--- src/design/ipmd_pkg.sv ---
// ----------------------------------------------------------------------------
// ipmd_pkg: shared types and constants of the PID motor duty block
// Register indexes, fixed field widths, reset values of the control
// registers and the status bundle of the word queue.
// ----------------------------------------------------------------------------
package ipmd_pkg;

	// Fixed widths of the register and result fields.
	localparam int SETPOINT_W = 10;
	localparam int GAIN_W     = 16;
	localparam int GAIN_FRAC  = 8;
	localparam int LIMIT_W    = 8;
	localparam int DUTY_W     = 8;
	localparam int CFG_DATA_W = 16;
	localparam int CFG_IDX_W  = 3;

	// Queue between the front and the back part.
	localparam int QUEUE_DEPTH = 4;
	localparam int PTR_W       = $clog2(QUEUE_DEPTH);
	localparam int LEVEL_W     = $clog2(QUEUE_DEPTH + 1);

	// Register indexes of the configuration port.
	typedef enum logic [CFG_IDX_W-1:0] {
		REG_SETPOINT    = 3'd0,
		REG_GAIN_PROP   = 3'd1,
		REG_GAIN_INT    = 3'd2,
		REG_GAIN_DERIV  = 3'd3,
		REG_DRIVE_LIMIT = 3'd4
	} reg_idx_t;

	// Control register set.
	typedef struct packed {
		logic [SETPOINT_W-1:0] setpoint;
		logic [GAIN_W-1:0]     gain_proportional;
		logic [GAIN_W-1:0]     gain_integral;
		logic [GAIN_W-1:0]     gain_derivative;
		logic [LIMIT_W-1:0]    drive_limit;
	} cfg_t;

	localparam cfg_t CFG_RESET = '{
		setpoint:          10'd5,
		gain_proportional: 16'd512,
		gain_integral:     16'd205,
		gain_derivative:   16'd154,
		drive_limit:       8'd200
	};

	// Status of the word queue as seen by the front and the back part.
	typedef struct packed {
		logic               not_empty;
		logic [LEVEL_W-1:0] level;
	} queue_stat_t;

endpackage

--- src/design/ipmd_if.sv ---
// ----------------------------------------------------------------------------
// ipmd_if: handshake channels of the PID motor duty block
// Sample channel into the block and duty channel out of it, each with
// valid, ready and the payload of one word.
// ----------------------------------------------------------------------------
interface ipmd_in_if #(
	parameter int SAMPLE_BITS = 10
) ();
	logic                   valid;
	logic                   ready;
	logic [SAMPLE_BITS-1:0] feedback_sample;

	modport source (output valid, output feedback_sample, input ready);
	modport sink (input valid, input feedback_sample, output ready);
endinterface

interface ipmd_out_if ();
	logic       valid;
	logic       ready;
	logic [7:0] pwm_duty;
	logic       saturated;

	modport source (output valid, output pwm_duty, output saturated, input ready);
	modport sink (input valid, input pwm_duty, input saturated, output ready);
endinterface

--- src/design/ipmd_front.sv ---
// ----------------------------------------------------------------------------
// ipmd_front: sample intake and error terms
// Accepts samples, keeps the error history, forms the two differences and
// the three scaled gain products, and pushes their sum into the queue.
// ----------------------------------------------------------------------------
module ipmd_front #(
	parameter int SAMPLE_BITS = 10,
	parameter int FRAC_BITS   = 8,
	parameter int DATA_W      = 38
) (
	input  logic                  clk,
	input  logic                  arst_n,
	input  ipmd_pkg::cfg_t        cfg,
	input  ipmd_pkg::queue_stat_t qstat,
	ipmd_in_if.sink               sample_ch,
	output logic                  push,
	output logic [DATA_W-1:0]     push_data
);
	import ipmd_pkg::*;

	localparam int EW    = ((SAMPLE_BITS > SETPOINT_W) ? SAMPLE_BITS : SETPOINT_W) + 1;
	localparam int D1W   = EW + 1;
	localparam int D2W   = EW + 2;
	localparam int PW    = GAIN_W + 1 + D2W;
	localparam int RSH_L = (FRAC_BITS > GAIN_FRAC) ? FRAC_BITS - GAIN_FRAC : 0;
	localparam int RSH_R = (FRAC_BITS < GAIN_FRAC) ? GAIN_FRAC - FRAC_BITS : 0;
	localparam int RW    = PW + RSH_L;
	localparam int BIAS  = (1 << RSH_R) - 1;

	// Rescale a product with GAIN_FRAC fraction bits, truncating toward zero.
	function automatic logic signed [RW-1:0] rescale(input logic signed [PW-1:0] p);
		logic signed [PW-1:0] biased;
		biased = p[PW-1] ? p + PW'(BIAS) : p;
		if (RSH_R == 0) begin
			rescale = RW'(p) <<< RSH_L;
		end else begin
			rescale = RW'(biased >>> RSH_R);
		end
	endfunction

	logic                  accept;
	logic [LEVEL_W:0]      occupancy;
	logic signed [EW-1:0]  err_c;
	logic signed [D1W-1:0] d1_c;
	logic signed [D2W-1:0] d2_c;
	logic signed [EW-1:0]  err1_q;
	logic signed [EW-1:0]  err2_q;

	logic                  v_s1;
	logic signed [EW-1:0]  err_s1;
	logic signed [D1W-1:0] d1_s1;
	logic signed [D2W-1:0] d2_s1;

	logic signed [PW-1:0]  prod_p_c;
	logic signed [PW-1:0]  prod_i_c;
	logic signed [PW-1:0]  prod_d_c;

	logic                  v_s2;
	logic signed [RW-1:0]  term_p_s2;
	logic signed [RW-1:0]  term_i_s2;
	logic signed [RW-1:0]  term_d_s2;

	// Every word in flight already owns a queue slot, so the stages never stall.
	assign occupancy = (LEVEL_W+1)'(qstat.level) + (LEVEL_W+1)'(v_s1) + (LEVEL_W+1)'(v_s2);
	assign sample_ch.ready = occupancy < (LEVEL_W+1)'(QUEUE_DEPTH);
	assign accept = sample_ch.valid && sample_ch.ready;

	// Error and its first and second differences.
	assign err_c = $signed(EW'(cfg.setpoint)) - $signed(EW'(sample_ch.feedback_sample));
	assign d1_c  = D1W'(err_c) - D1W'(err1_q);
	assign d2_c  = D2W'(err_c) - (D2W'(err1_q) <<< 1) + D2W'(err2_q);

	// Error history and stage one.
	always_ff @(posedge clk or negedge arst_n) begin
		if (!arst_n) begin
			err1_q <= '0;
			err2_q <= '0;
			v_s1   <= 1'b0;
		end else begin
			v_s1 <= accept;
			if (accept) begin
				err1_q <= err_c;
				err2_q <= err1_q;
			end
		end
	end

	always_ff @(posedge clk) begin
		if (accept) begin
			err_s1 <= err_c;
			d1_s1  <= d1_c;
			d2_s1  <= d2_c;
		end
	end

	// Gain products, one multiplier per term.
	assign prod_p_c = PW'($signed({1'b0, cfg.gain_proportional})) * PW'(d1_s1);
	assign prod_i_c = PW'($signed({1'b0, cfg.gain_integral})) * PW'(err_s1);
	assign prod_d_c = PW'($signed({1'b0, cfg.gain_derivative})) * PW'(d2_s1);

	// Stage two holds the rescaled terms.
	always_ff @(posedge clk or negedge arst_n) begin
		if (!arst_n) begin
			v_s2 <= 1'b0;
		end else begin
			v_s2 <= v_s1;
		end
	end

	always_ff @(posedge clk) begin
		if (v_s1) begin
			term_p_s2 <= rescale(prod_p_c);
			term_i_s2 <= rescale(prod_i_c);
			term_d_s2 <= rescale(prod_d_c);
		end
	end

	// Sum of the three terms is the accumulator increment.
	assign push      = v_s2;
	assign push_data = DATA_W'(term_p_s2) + DATA_W'(term_i_s2) + DATA_W'(term_d_s2);

	// The credit check keeps words in flight within the queue depth.
	a_occupancy: assert property (@(posedge clk) disable iff (!arst_n)
		occupancy <= (LEVEL_W+1)'(QUEUE_DEPTH))
		else $error("front: words in flight exceed queue depth");

endmodule

--- src/design/ipmd_queue.sv ---
// ----------------------------------------------------------------------------
// ipmd_queue: word queue between front and back
// A short first-in first-out store of accumulator increments.
// ----------------------------------------------------------------------------
module ipmd_queue #(
	parameter int DATA_W = 38
) (
	input  logic                  clk,
	input  logic                  arst_n,
	input  logic                  push,
	input  logic [DATA_W-1:0]     push_data,
	input  logic                  pop,
	output logic [DATA_W-1:0]     head_data,
	output ipmd_pkg::queue_stat_t qstat
);
	import ipmd_pkg::*;

	logic [DATA_W-1:0]  mem_q [QUEUE_DEPTH];
	logic [PTR_W-1:0]   wptr_q;
	logic [PTR_W-1:0]   rptr_q;
	logic [LEVEL_W-1:0] cnt_q;
	logic               do_pop;

	assign do_pop          = pop && (cnt_q != '0);
	assign head_data       = mem_q[rptr_q];
	assign qstat.not_empty = cnt_q != '0;
	assign qstat.level     = cnt_q;

	// Pointers and fill count.
	always_ff @(posedge clk or negedge arst_n) begin
		if (!arst_n) begin
			wptr_q <= '0;
			rptr_q <= '0;
			cnt_q  <= '0;
		end else begin
			if (push) begin
				wptr_q <= wptr_q + PTR_W'(1);
			end
			if (do_pop) begin
				rptr_q <= rptr_q + PTR_W'(1);
			end
			cnt_q <= cnt_q + LEVEL_W'(push) - LEVEL_W'(do_pop);
		end
	end

	// Storage.
	always_ff @(posedge clk) begin
		if (push) begin
			mem_q[wptr_q] <= push_data;
		end
	end

	a_no_overflow: assert property (@(posedge clk) disable iff (!arst_n)
		!(push && !do_pop && cnt_q == LEVEL_W'(QUEUE_DEPTH)))
		else $error("queue: word pushed while full");

	a_empty_ptrs: assert property (@(posedge clk) disable iff (!arst_n)
		cnt_q == '0 |-> wptr_q == rptr_q)
		else $error("queue: pointers differ while empty");

endmodule

--- src/design/ipmd_back.sv ---
// ----------------------------------------------------------------------------
// ipmd_back: drive accumulator and duty output
// Adds each increment to the accumulator, clamps it to the drive limit and
// holds the duty word in an output register.
// ----------------------------------------------------------------------------
module ipmd_back #(
	parameter int FRAC_BITS = 8,
	parameter int DATA_W    = 38
) (
	input  logic                  clk,
	input  logic                  arst_n,
	input  ipmd_pkg::cfg_t        cfg,
	input  ipmd_pkg::queue_stat_t qstat,
	input  logic [DATA_W-1:0]     head_data,
	output logic                  pop,
	ipmd_out_if.source            duty_ch
);
	import ipmd_pkg::*;

	localparam int AW = FRAC_BITS + LIMIT_W + 1;
	localparam int SW = DATA_W + 1;

	logic signed [AW-1:0] acc_q;
	logic signed [SW-1:0] sum_c;
	logic signed [SW-1:0] bound_c;
	logic signed [AW-1:0] acc_next;
	logic                 sat_c;
	logic                 out_valid_q;
	logic [DUTY_W-1:0]    duty_q;
	logic                 sat_q;

	// Take the next word when the output register is free or being emptied.
	assign pop = qstat.not_empty && (!out_valid_q || duty_ch.ready);

	// Accumulate and clamp to plus or minus the limit.
	assign sum_c   = SW'(acc_q) + SW'($signed(head_data));
	assign bound_c = $signed(SW'({cfg.drive_limit, FRAC_BITS'(0)}));

	always_comb begin
		sat_c    = 1'b0;
		acc_next = AW'(sum_c);
		if (sum_c > bound_c) begin
			sat_c    = 1'b1;
			acc_next = AW'(bound_c);
		end else if (sum_c < -bound_c) begin
			sat_c    = 1'b1;
			acc_next = AW'(-bound_c);
		end
	end

	// Accumulator and output register.
	always_ff @(posedge clk or negedge arst_n) begin
		if (!arst_n) begin
			acc_q       <= '0;
			out_valid_q <= 1'b0;
		end else begin
			if (pop) begin
				acc_q       <= acc_next;
				out_valid_q <= 1'b1;
			end else if (duty_ch.ready) begin
				out_valid_q <= 1'b0;
			end
		end
	end

	always_ff @(posedge clk) begin
		if (pop) begin
			duty_q <= acc_next[AW-1] ? '0 : acc_next[FRAC_BITS +: DUTY_W];
			sat_q  <= sat_c;
		end
	end

	assign duty_ch.valid     = out_valid_q;
	assign duty_ch.pwm_duty  = duty_q;
	assign duty_ch.saturated = sat_q;

	a_pop_shows: assert property (@(posedge clk) disable iff (!arst_n)
		pop |=> out_valid_q)
		else $error("back: popped word not presented");

endmodule

--- src/design/incremental_pid_motor_duty.sv ---
// ----------------------------------------------------------------------------
// incremental_pid_motor_duty: velocity form PID controller for a PWM duty
// Control registers, front part (errors and gain products), word queue and
// back part (accumulator, clamp and duty output).
// ----------------------------------------------------------------------------
//
//   channel     dir  handshake      word
//   sample_ch   in   valid/ready    feedback_sample
//   duty_ch     out  valid/ready    pwm_duty, saturated
//   cfg port    in   cfg_we         cfg_index, cfg_data
//
// One sample per cycle sustained while the output does not stall; the
// accumulator add and clamp loop in the back part sets that rate.
// A result passes stage one, stage two, the queue and the output register.
// Reset loads the register defaults and clears error history and accumulator.
// A four-word queue with credit on the input lets the output stall freely;
// samples are refused once the two front stages and the queue hold four words.
//
module incremental_pid_motor_duty #(
	parameter int SAMPLE_BITS = 10,
	parameter int FRAC_BITS   = 8
) (
	input  logic                                clk,
	input  logic                                arst_n,
	input  logic                                cfg_we,
	input  logic [ipmd_pkg::CFG_IDX_W-1:0]      cfg_index,
	input  logic [ipmd_pkg::CFG_DATA_W-1:0]     cfg_data,
	ipmd_in_if.sink                             sample_ch,
	ipmd_out_if.source                          duty_ch
);
	import ipmd_pkg::*;

	localparam int EW     = ((SAMPLE_BITS > SETPOINT_W) ? SAMPLE_BITS : SETPOINT_W) + 1;
	localparam int PW     = GAIN_W + 1 + EW + 2;
	localparam int RSH_L  = (FRAC_BITS > GAIN_FRAC) ? FRAC_BITS - GAIN_FRAC : 0;
	localparam int DATA_W = PW + RSH_L + 2;

	cfg_t              cfg_q;
	queue_stat_t       qstat;
	logic              push;
	logic [DATA_W-1:0] push_data;
	logic              pop;
	logic [DATA_W-1:0] head_data;

	// Control registers.
	always_ff @(posedge clk or negedge arst_n) begin
		if (!arst_n) begin
			cfg_q <= CFG_RESET;
		end else if (cfg_we) begin
			case (cfg_index)
				REG_SETPOINT:    cfg_q.setpoint          <= cfg_data[SETPOINT_W-1:0];
				REG_GAIN_PROP:   cfg_q.gain_proportional <= cfg_data[GAIN_W-1:0];
				REG_GAIN_INT:    cfg_q.gain_integral     <= cfg_data[GAIN_W-1:0];
				REG_GAIN_DERIV:  cfg_q.gain_derivative   <= cfg_data[GAIN_W-1:0];
				REG_DRIVE_LIMIT: cfg_q.drive_limit       <= cfg_data[LIMIT_W-1:0];
				default: begin
				end
			endcase
		end
	end

	ipmd_front #(
		.SAMPLE_BITS(SAMPLE_BITS),
		.FRAC_BITS  (FRAC_BITS),
		.DATA_W     (DATA_W)
	) u_front (
		.clk      (clk),
		.arst_n   (arst_n),
		.cfg      (cfg_q),
		.qstat    (qstat),
		.sample_ch(sample_ch),
		.push     (push),
		.push_data(push_data)
	);

	ipmd_queue #(
		.DATA_W(DATA_W)
	) u_queue (
		.clk      (clk),
		.arst_n   (arst_n),
		.push     (push),
		.push_data(push_data),
		.pop      (pop),
		.head_data(head_data),
		.qstat    (qstat)
	);

	ipmd_back #(
		.FRAC_BITS(FRAC_BITS),
		.DATA_W   (DATA_W)
	) u_back (
		.clk      (clk),
		.arst_n   (arst_n),
		.cfg      (cfg_q),
		.qstat    (qstat),
		.head_data(head_data),
		.pop      (pop),
		.duty_ch  (duty_ch)
	);

endmodule
--- src/flat_wrapper.sv ---
// flat-port wrapper written by rule: the top's interface ports become plain ports
module incremental_pid_motor_duty_flat import ipmd_pkg::*;
#(
	parameter int SAMPLE_BITS = 10,
	parameter int FRAC_BITS   = 8
)
  (clk, arst_n, cfg_we, cfg_index, cfg_data, sample_ch_valid, sample_ch_feedback_sample, sample_ch_ready, duty_ch_valid, duty_ch_pwm_duty, duty_ch_saturated, duty_ch_ready);
  ipmd_in_if #(.SAMPLE_BITS(SAMPLE_BITS)) sample_ch_i ();
  ipmd_out_if duty_ch_i ();
  input  logic clk;
  input  logic arst_n;
  input  logic cfg_we;
  input  logic [ipmd_pkg::CFG_IDX_W-1:0] cfg_index;
  input  logic [ipmd_pkg::CFG_DATA_W-1:0] cfg_data;
  input wire logic [$bits(sample_ch_i.valid)-1:0] sample_ch_valid;
  input wire logic [$bits(sample_ch_i.feedback_sample)-1:0] sample_ch_feedback_sample;
  output wire logic [$bits(sample_ch_i.ready)-1:0] sample_ch_ready;
  output wire logic [$bits(duty_ch_i.valid)-1:0] duty_ch_valid;
  output wire logic [$bits(duty_ch_i.pwm_duty)-1:0] duty_ch_pwm_duty;
  output wire logic [$bits(duty_ch_i.saturated)-1:0] duty_ch_saturated;
  input wire logic [$bits(duty_ch_i.ready)-1:0] duty_ch_ready;
  assign sample_ch_i.valid = sample_ch_valid;
  assign sample_ch_i.feedback_sample = sample_ch_feedback_sample;
  assign sample_ch_ready = sample_ch_i.ready;
  assign duty_ch_valid = duty_ch_i.valid;
  assign duty_ch_pwm_duty = duty_ch_i.pwm_duty;
  assign duty_ch_saturated = duty_ch_i.saturated;
  assign duty_ch_i.ready = duty_ch_ready;
  incremental_pid_motor_duty #(.SAMPLE_BITS(SAMPLE_BITS), .FRAC_BITS(FRAC_BITS)) u_core (.clk(clk), .arst_n(arst_n), .cfg_we(cfg_we), .cfg_index(cfg_index), .cfg_data(cfg_data), .sample_ch(sample_ch_i), .duty_ch(duty_ch_i));
endmodule
--- config.mk ---
export PLATFORM = sky130hd
export DESIGN_NAME = incremental_pid_motor_duty_flat
export DESIGN_NICKNAME = d
export VERILOG_FILES = /design/src/design/ipmd_pkg.sv /design/src/design/ipmd_if.sv /design/src/design/ipmd_front.sv /design/src/design/ipmd_queue.sv /design/src/design/ipmd_back.sv /design/src/design/incremental_pid_motor_duty.sv /design/src/flat_wrapper.sv
export SDC_FILE = /design/constraint.sdc
export NUM_CORES = 2
export LEC_CHECK = 0
export CORE_ASPECT_RATIO = 1.4
export CORE_MARGIN = 8
export CORE_UTILIZATION = 67
export CTS_BUF_LIST = sky130_fd_sc_hd__clkbuf_8
export DETAILED_ROUTE_END_ITERATION = 8
export DONT_BUFFER_PORTS = 1
export PLACE_DENSITY_LB_ADDON = 0.25
export SLEW_MARGIN = 25
export SYNTH_ARGS = -nofsm -noshare
export SYNTH_HDL_FRONTEND = slang
export SYNTH_SLANG_ARGS = --single-unit
--- constraint.sdc ---
create_clock -name clk -period 8.99 [get_ports clk]
set_clock_uncertainty 0.15 [all_clocks]
set_input_delay 0.899 -clock clk [delete_from_list [all_inputs] [get_ports clk]]
set_output_delay 0.899 -clock clk [all_outputs]
set_load 0.03 [all_outputs]
# Word-level counts from Yosys, hierarchy flattened
# Memories as Yosys holds them, arrays and structs flattened.
# Cells that the tools add are included.
# totals
register_bits,247
ramBits,128
output_inout_bits,11
n_memories,1
# memory_table
name,depth,width,read_ports,rd_clocked_by_memory_dff,wr,line_no,rtl
u_core.u_queue.mem_q,4,32,1,0,1,ipmd_queue.sv:18,logic [DATA_W-1:0] mem_q [QUEUE_DEPTH];
# op_classes
add_sub_neg,14
multipliers,3
magnitude_cmp,3
eq_ne,4
muxes,7
reduce_logical,13
# ops
cell,count
17-bit 2-to-1 mux,2
17-bit by 32-bit adder with 33-bit output,1
33-bit by 17-bit > comparator with 1-bit output,1
33-bit < comparator,1
16-bit negation with 33-bit output,1
30-bit by 30-bit adder with 31-bit output,1
29-bit by 28-bit adder with 30-bit output,1
17-bit by 13-bit multiplier with 30-bit output,1
17-bit by 12-bit multiplier with 29-bit output,1
17-bit by 11-bit multiplier with 28-bit output,1
13-bit by 11-bit adder with 13-bit output,1
11-bit by 12-bit subtractor with 13-bit output,1
11-bit by 11-bit subtractor with 12-bit output,1
10-bit by 10-bit subtractor with 11-bit output,1
2-bit AND reduction,5
3-bit by 2-bit equality test with 1-bit output (second input constant),2
1-bit 2-to-1 mux,5
2-bit by 1-bit adder with 2-bit output (second input constant),2
3-bit by 1-bit adder with 4-bit output,1
4-bit by 1-bit adder with 4-bit output,1
4-bit by 3-bit < comparator with 1-bit output (second input constant),1
3-bit by 1-bit adder with 3-bit output,1
3-bit by 1-bit equality test with 1-bit output (second input constant),1
3-bit equality test (second input constant),1
other kinds (7),9

# Logic depth before layout (Yosys ltp)
# logic_depth
ltp_word,5
ltp_mapped,27
mapped_depth_nobuf,23

# By module
# A second synthesis with hierarchy kept.
# unflattened
cells_unflattened,3796
area_unflattened_um2,39679.3
# by_module_without_submodules
mod,n_inst,cells_per_inst,area_per_inst_um2,seq_area_each_um2
ipmd_front,1,2866,27360.0,4294.1
ipmd_queue,1,202,5063.6,4018.9
ipmd_back,1,584,4621.9,720.7
incremental_pid_motor_duty,1,144,2633.8,1670.4

# Worst setup path after synthesis
# No wires, ideal clock.
# synth_path
kind,register to register
startpoint,register u_core.cfg_q[15] in the netlist's numbering
endpoint,"register u_core.u_front.term_d_s2[28], data pin"
t_arrival_ps,6159
required_ps,8645
slack_ps,2486
stages_incl_launch_ff,24
path_buffers,1
period_less_slack_ps,6504
cell_sequence,dfstp_2 clkbuf_1 nand2_1 fa_1 fa_1 inv_1 fa_1 inv_1 fa_1 inv_1 fa_1 ha_1 ha_1 nand2_1 nand2_1 a21oi_1 o21ai_0 o21ai_0 a21oi_1 a221oi_1 a21oi_1 o31ai_1 or4b_2 o311ai_0
# synth_between
elab_chain_cells,1
# synth_rtl
element,line_no,rtl
from (decl),incremental_pid_motor_duty.sv:38,cfg_t cfg_q;
17-bit by 13-bit multiplier with 30-bit output,ipmd_front.sv:99,"assign prod_d_c = PW'($signed({1'b0, cfg.gain_derivative})) * PW'(d2_s1);"
named net u_core.u_front.prod_d_c[28],ipmd_front.sv:56,logic signed [PW-1:0] prod_d_c;
to (signal assigned),ipmd_front.sv:114,term_d_s2 <= rescale(prod_d_c);
to (decl),ipmd_front.sv:61,logic signed [RW-1:0] term_d_s2;
# The timed path passes the listed nets, and every way through them passes these cells.
# A chain may end at the register's enable or synchronous reset.

# Final worst setup path
# layout_path
startpoint,register u_core.u_queue.rptr_q[0]
endpoint,register u_core.u_back.acc_q[8]
# layout_between
elab_chain_cells,5
word_cells_on_any_way,6
cone_classes,1 x add/sub; 2 x order compare; 2 x mux; 1 x memory
# layout_rtl
element,line_no,rtl
from (decl),ipmd_queue.sv:20,logic [PTR_W-1:0] rptr_q;
from (signal assigned),ipmd_queue.sv:40,rptr_q <= rptr_q + PTR_W'(1);
memory read 4 x 32 bit *,-,
17-bit by 32-bit adder with 33-bit output *,ipmd_back.sv:36,assign sum_c = SW'(acc_q) + SW'($signed(head_data));
33-bit < comparator,ipmd_back.sv:45,end else if (sum_c < -bound_c) begin
17-bit 2-to-1 mux,ipmd_back.sv:45,
17-bit 2-to-1 mux *,ipmd_back.sv:42,if (sum_c > bound_c) begin
to (signal assigned),ipmd_back.sv:58,acc_q <= acc_next;
to (decl),ipmd_back.sv:23,logic signed [AW-1:0] acc_q;
# Every way passes the cells marked *; elsewhere a longest branch is shown, timed or not.

==> results summary <==
At the end of routability-driven placement, the weighted congestion stood at 0.9346. Fill cells in the final layout number 3978. The effective utilization at floorplan came out at 0.6792.

Static timing analysis puts the maximum clock frequency at 138.7 MHz. Setup repair after global routing left no endpoint under its margin. The tree is rooted in a clkbuf_8. The total number of vias came out at roughly 26000. Counting I/O delays and the setup requirement, the final critical path takes slightly above 7 ns. The combined area of the multi-input logic cells is ~25000 µm². The slack of the worst reg-to-reg path is 1.78 ns. The area growth from synthesis to layout is 5.245%. In this run the number of H-tree levels came out at 2. The sink count of the clock tree came out at around 370. The worst min-delay path class is primary input to flop. The most common library cell in the layout ignoring fill and taps is inv_1. The clock latency reported for the late side of the worst-skew pair came out at between 0.6 and 0.7 ns. The actual slew at the worst max-slew pin came out at between 0.9 and 1 ns. Final hold analysis gives a worst-case slack of 0.1669 ns.

The count of warnings emitted by yosys came out at 0. The wire length of the first global-routing pass is 141400 µm. Setup violations remaining at the end of the flow were counted as 0. The share of flip-flops with an asynchronous set or reset is 0.3100. The detail-routed via count per cell came out at around 6. Global routing finished with a remaining overflow of 0. The worst register-to-register path ends at u_core.u_back.acc_q[8]$_DFFE_PN0P_. The worst hold path passes through 2 cells. Counting flops and latches in the post-synthesis netlist gives ~370. The required time of the critical path is around 9.4 ns.

The nature of the critical path startpoint is a flop. The critical path class is flop to flop. The post-synthesis mux area share is 0.03786. The final routed wire length divided by cell count is ~20 µm. The largest net degree at the start of global routing came out at 116.

The post-synthesis cell count is approximately 3700. In the layout the commonest cells are 648 x inv_1, 467 x fa_1, 463 x nand2_1. The count of cells resized by post-cts repair came out at 0. The initialized floorplan defines 103 standard-cell rows.

The share of cells above drive strength 1 is 0.06651. The fraction of the mapped netlist area in simple logic gates is 0.1270. The first-iteration detailed-routing DRC count is 1654. By area the synthesized netlist is led by fa_1 24%, edfxtp_1 20%, ha_1 13%.

When the netlist entered floorplanning its net count stood at approximately 4600. The post-route DRC violation count came out at 0. The I/O pin count came out at 45. The adder-cell share of the synthesized area came out at 0.3757.

The portion of synthesized cell area occupied by the leading cell type came out at 0.2439. The routed wire length came out at between 80000 and 90000 µm. TritonCTS built the clock tree. In the synthesized netlist the dominant register cell turns out to be edfxtp_1. The worst-case reg-to-reg path depth came out at 20. The final max-slew violation count came out at 0. The chip height came out at 299.0 µm. The summed instance area of the synthesized netlist came out at 38340 µm². The floorplan step defined a die boundary enclosing about 65000 µm². Summed over all instances, the cell type with the most area after synthesis is fa_1. The number of nets still failing antenna checks after routing came out at 0. The initial antenna violation count is 6.

By area, the combinational part of the netlist is dominated by adder cells. The worst hold path terminates at u_core.cfg_q[6]$_DFFE_PN1P_. The number of hold violations in the final report is 0. The start point of the worst min-delay path is cfg_data[6].

The first detailed-routing pass ran for 6 iterations. After the last flow step, the layout net total stands at 4571. The share of synthesized area occupied by flip-flops and latches came out at 0.2761. The number of buffers created by CTS is 57. After floorplanning, the core was sized to cover 56450 µm².

The signal on the critical path passes through buf_4 > mux4_2 > ha_1 > a21oi_1 > and2_1 > a22oi_1 > a21boi_1 > a21o_1 > a21oi_1 > xnor2_1 > ha_1 > nand4b_1 > nor4_1 > nand3_1 > or4_1 > a211o_1 > or4_4 > or4b_1 > a2111oi_0 > a311oi_1. The clock transition at the registers of the reported paths is roughly 0.070 ns. Of the available clock period, the critical path in the final layout requires 0.8018. The largest individual stage delay along the critical path comes from the cell dfrtp_2. The startpoint of the most critical register-to-register path is u_core.u_queue.rptr_q[0]$_DFFE_PN0P_. The longest clock path from root to sink contains 3 buffers. The die outline width is 218.2 µm. At the worst endpoint, the arrival time is between 7 and 8 ns. The peak fanout along the critical path is 23.

Counting distinct cell types in the post-synthesis netlist gives 83. STA classifies the critical path endpoint as a flop. The count of input and output buffers is 0. The total global routing track utilization is 0.2738. The worst pin sits at a relative slew slack of 0.3368.

The via count of the first global-routing pass is 27420. The setup TNS came out at 0 ns. The number of enable flip-flop cells after synthesis is around 260. The synthesized area per cell came out at 10.34 µm². The flow ran to the end, and the final reports show no timing, DRC or antenna violations. The number of max-cap violations is 0. The post-detailed-placement half-perimeter wirelength came out at 69060 µm. Of the total synthesized cell area, the portion taken by XOR and XNOR cells is 0.03107. Across the whole layout, storage elements account for roughly 11000 µm². The complex-gate fraction of the synthesized area came out at 0.07797. The longest individual stage delay on the worst path is approximately 0.87 ns.
-- worst max-delay path, delay by kind of cell, from the launching register on --
family	cells	cell delay (ns)
simple gates	7	2.25
compound gates	8	1.99
flops	1	0.87
fa+ha+maj	2	0.70
mux	1	0.53
buf+inv	1	0.38
xor+xnor	1	0.18
-- worst max path at each step --
stage	startpoint	endpoint	slack [ns]	cells after the start
after floorplan	u_core.cfg_q[15]$_DFFE_PN1P_	u_core.u_front.term_d_s2[28]$_DFFE_PP_	2.49	23
after global placement	u_core.u_queue.rptr_q[0]$_DFFE_PN0P_	u_core.u_back.acc_q[8]$_DFFE_PN0P_	1.96	20
after detailed placement	u_core.u_queue.rptr_q[0]$_DFFE_PN0P_	u_core.u_back.acc_q[8]$_DFFE_PN0P_	1.79	20
after CTS	u_core.u_queue.rptr_q[0]$_DFFE_PN0P_	u_core.u_back.acc_q[8]$_DFFE_PN0P_	1.78	20
after global routing	u_core.u_queue.rptr_q[0]$_DFFE_PN0P_	u_core.u_back.duty_ch.pwm_duty[2]$_SDFFCE_PP0P_	1.32	23
final	u_core.u_queue.rptr_q[0]$_DFFE_PN0P_	u_core.u_back.acc_q[8]$_DFFE_PN0P_	1.78	20
-- what timing repair did --
action,CTS,global route
hold buffers,2,0
setup buffers,0,0
setup endpoints to repair,0,0
hold endpoints to repair,115,0
-- per-layer routing --
layer | global-route usage | vias up | wire length (µm)
met4 | 0.1660 | 0 | 5956
met3 | 0.04073 | 248 | 4390
met2 | 0.4761 | 788 | 44500
met5 | 0 | - | 0
met1 | 0.3161 | 13150 | 32490
li1 | - | 12040 | -
-- metrics by stage --
| step | instance area [µm²] | setup slack, ns | std cells | utilization |
|---|---|---|---|---|
| after global routing | 40350 | 1.317 | 4457 | 0.7148 |
| after floorplan | 38340 | 2.486 | 3708 | - |
| after global placement | 38930 | 1.960 | 4340 | 0.6896 |
| final | 40350 | 1.782 | 4457 | 0.7148 |
| after detailed placement | 38940 | 1.792 | 4340 | 0.6898 |
| after CTS | 40320 | 1.783 | 4449 | 0.7144 |
-- kinds of logic after synthesis --
group                      after synthesis
adders and majority gates              871
DFF                                    371
and+or+nand+nor                       1015
buffers and inverters                  756
xor gates and xnor gates               136
AOI/OAI and AO/OA                      461
muxes                                   98
-- area by class of cell --
| cell class | instances | area share |
|---|---|---|
| clock inverter | 50 | 0.01402 |
| clock buffer | 57 | 0.01944 |
| inverter | 641 | 0.05966 |
| sequential | 371 | 0.2625 |
| multi-input combinational | 2581 | 0.6180 |
| tap | 735 | 0.02279 |
| antenna | 8 | 0.0004962 |
| timing repair buffer | 14 | 0.003163 |
-- sequential cells by signal, summed over array words and instances, names as in the netlist, 2 cells and up --
name                            cells
u_core.cfg_q                       66
u_core.u_back.acc_q                17
u_core.u_back.duty_ch.pwm_duty      8
u_core.u_front.d1_s1               12
u_core.u_front.d2_s1               13
u_core.u_front.err1_q              11
u_core.u_front.err2_q              11
u_core.u_front.err_s1              11
u_core.u_front.term_d_s2           30
u_core.u_front.term_i_s2           28
u_core.u_front.term_p_s2           29
u_core.u_queue.cnt_q                3
u_core.u_queue.mem_q              124
u_core.u_queue.rptr_q               2
u_core.u_queue.wptr_q               2
-- Yosys cell counts, types with 40 or more instances --
library cell	instances
a21o_1	40
xnor2_1	102
a21oi_1	117
mux2_2	66
nor2_1	131
o21ai_0	114
inv_1	637
edfxtp_1	256
ha_1	404
fa_1	467
and2_1	218
nand2b_1	41
clkbuf_1	107
nand2_1	463
dfrtp_1	100
Power is not shown: default switching activity piles up to over one toggle a cycle in this logic, so the estimate is an artifact.
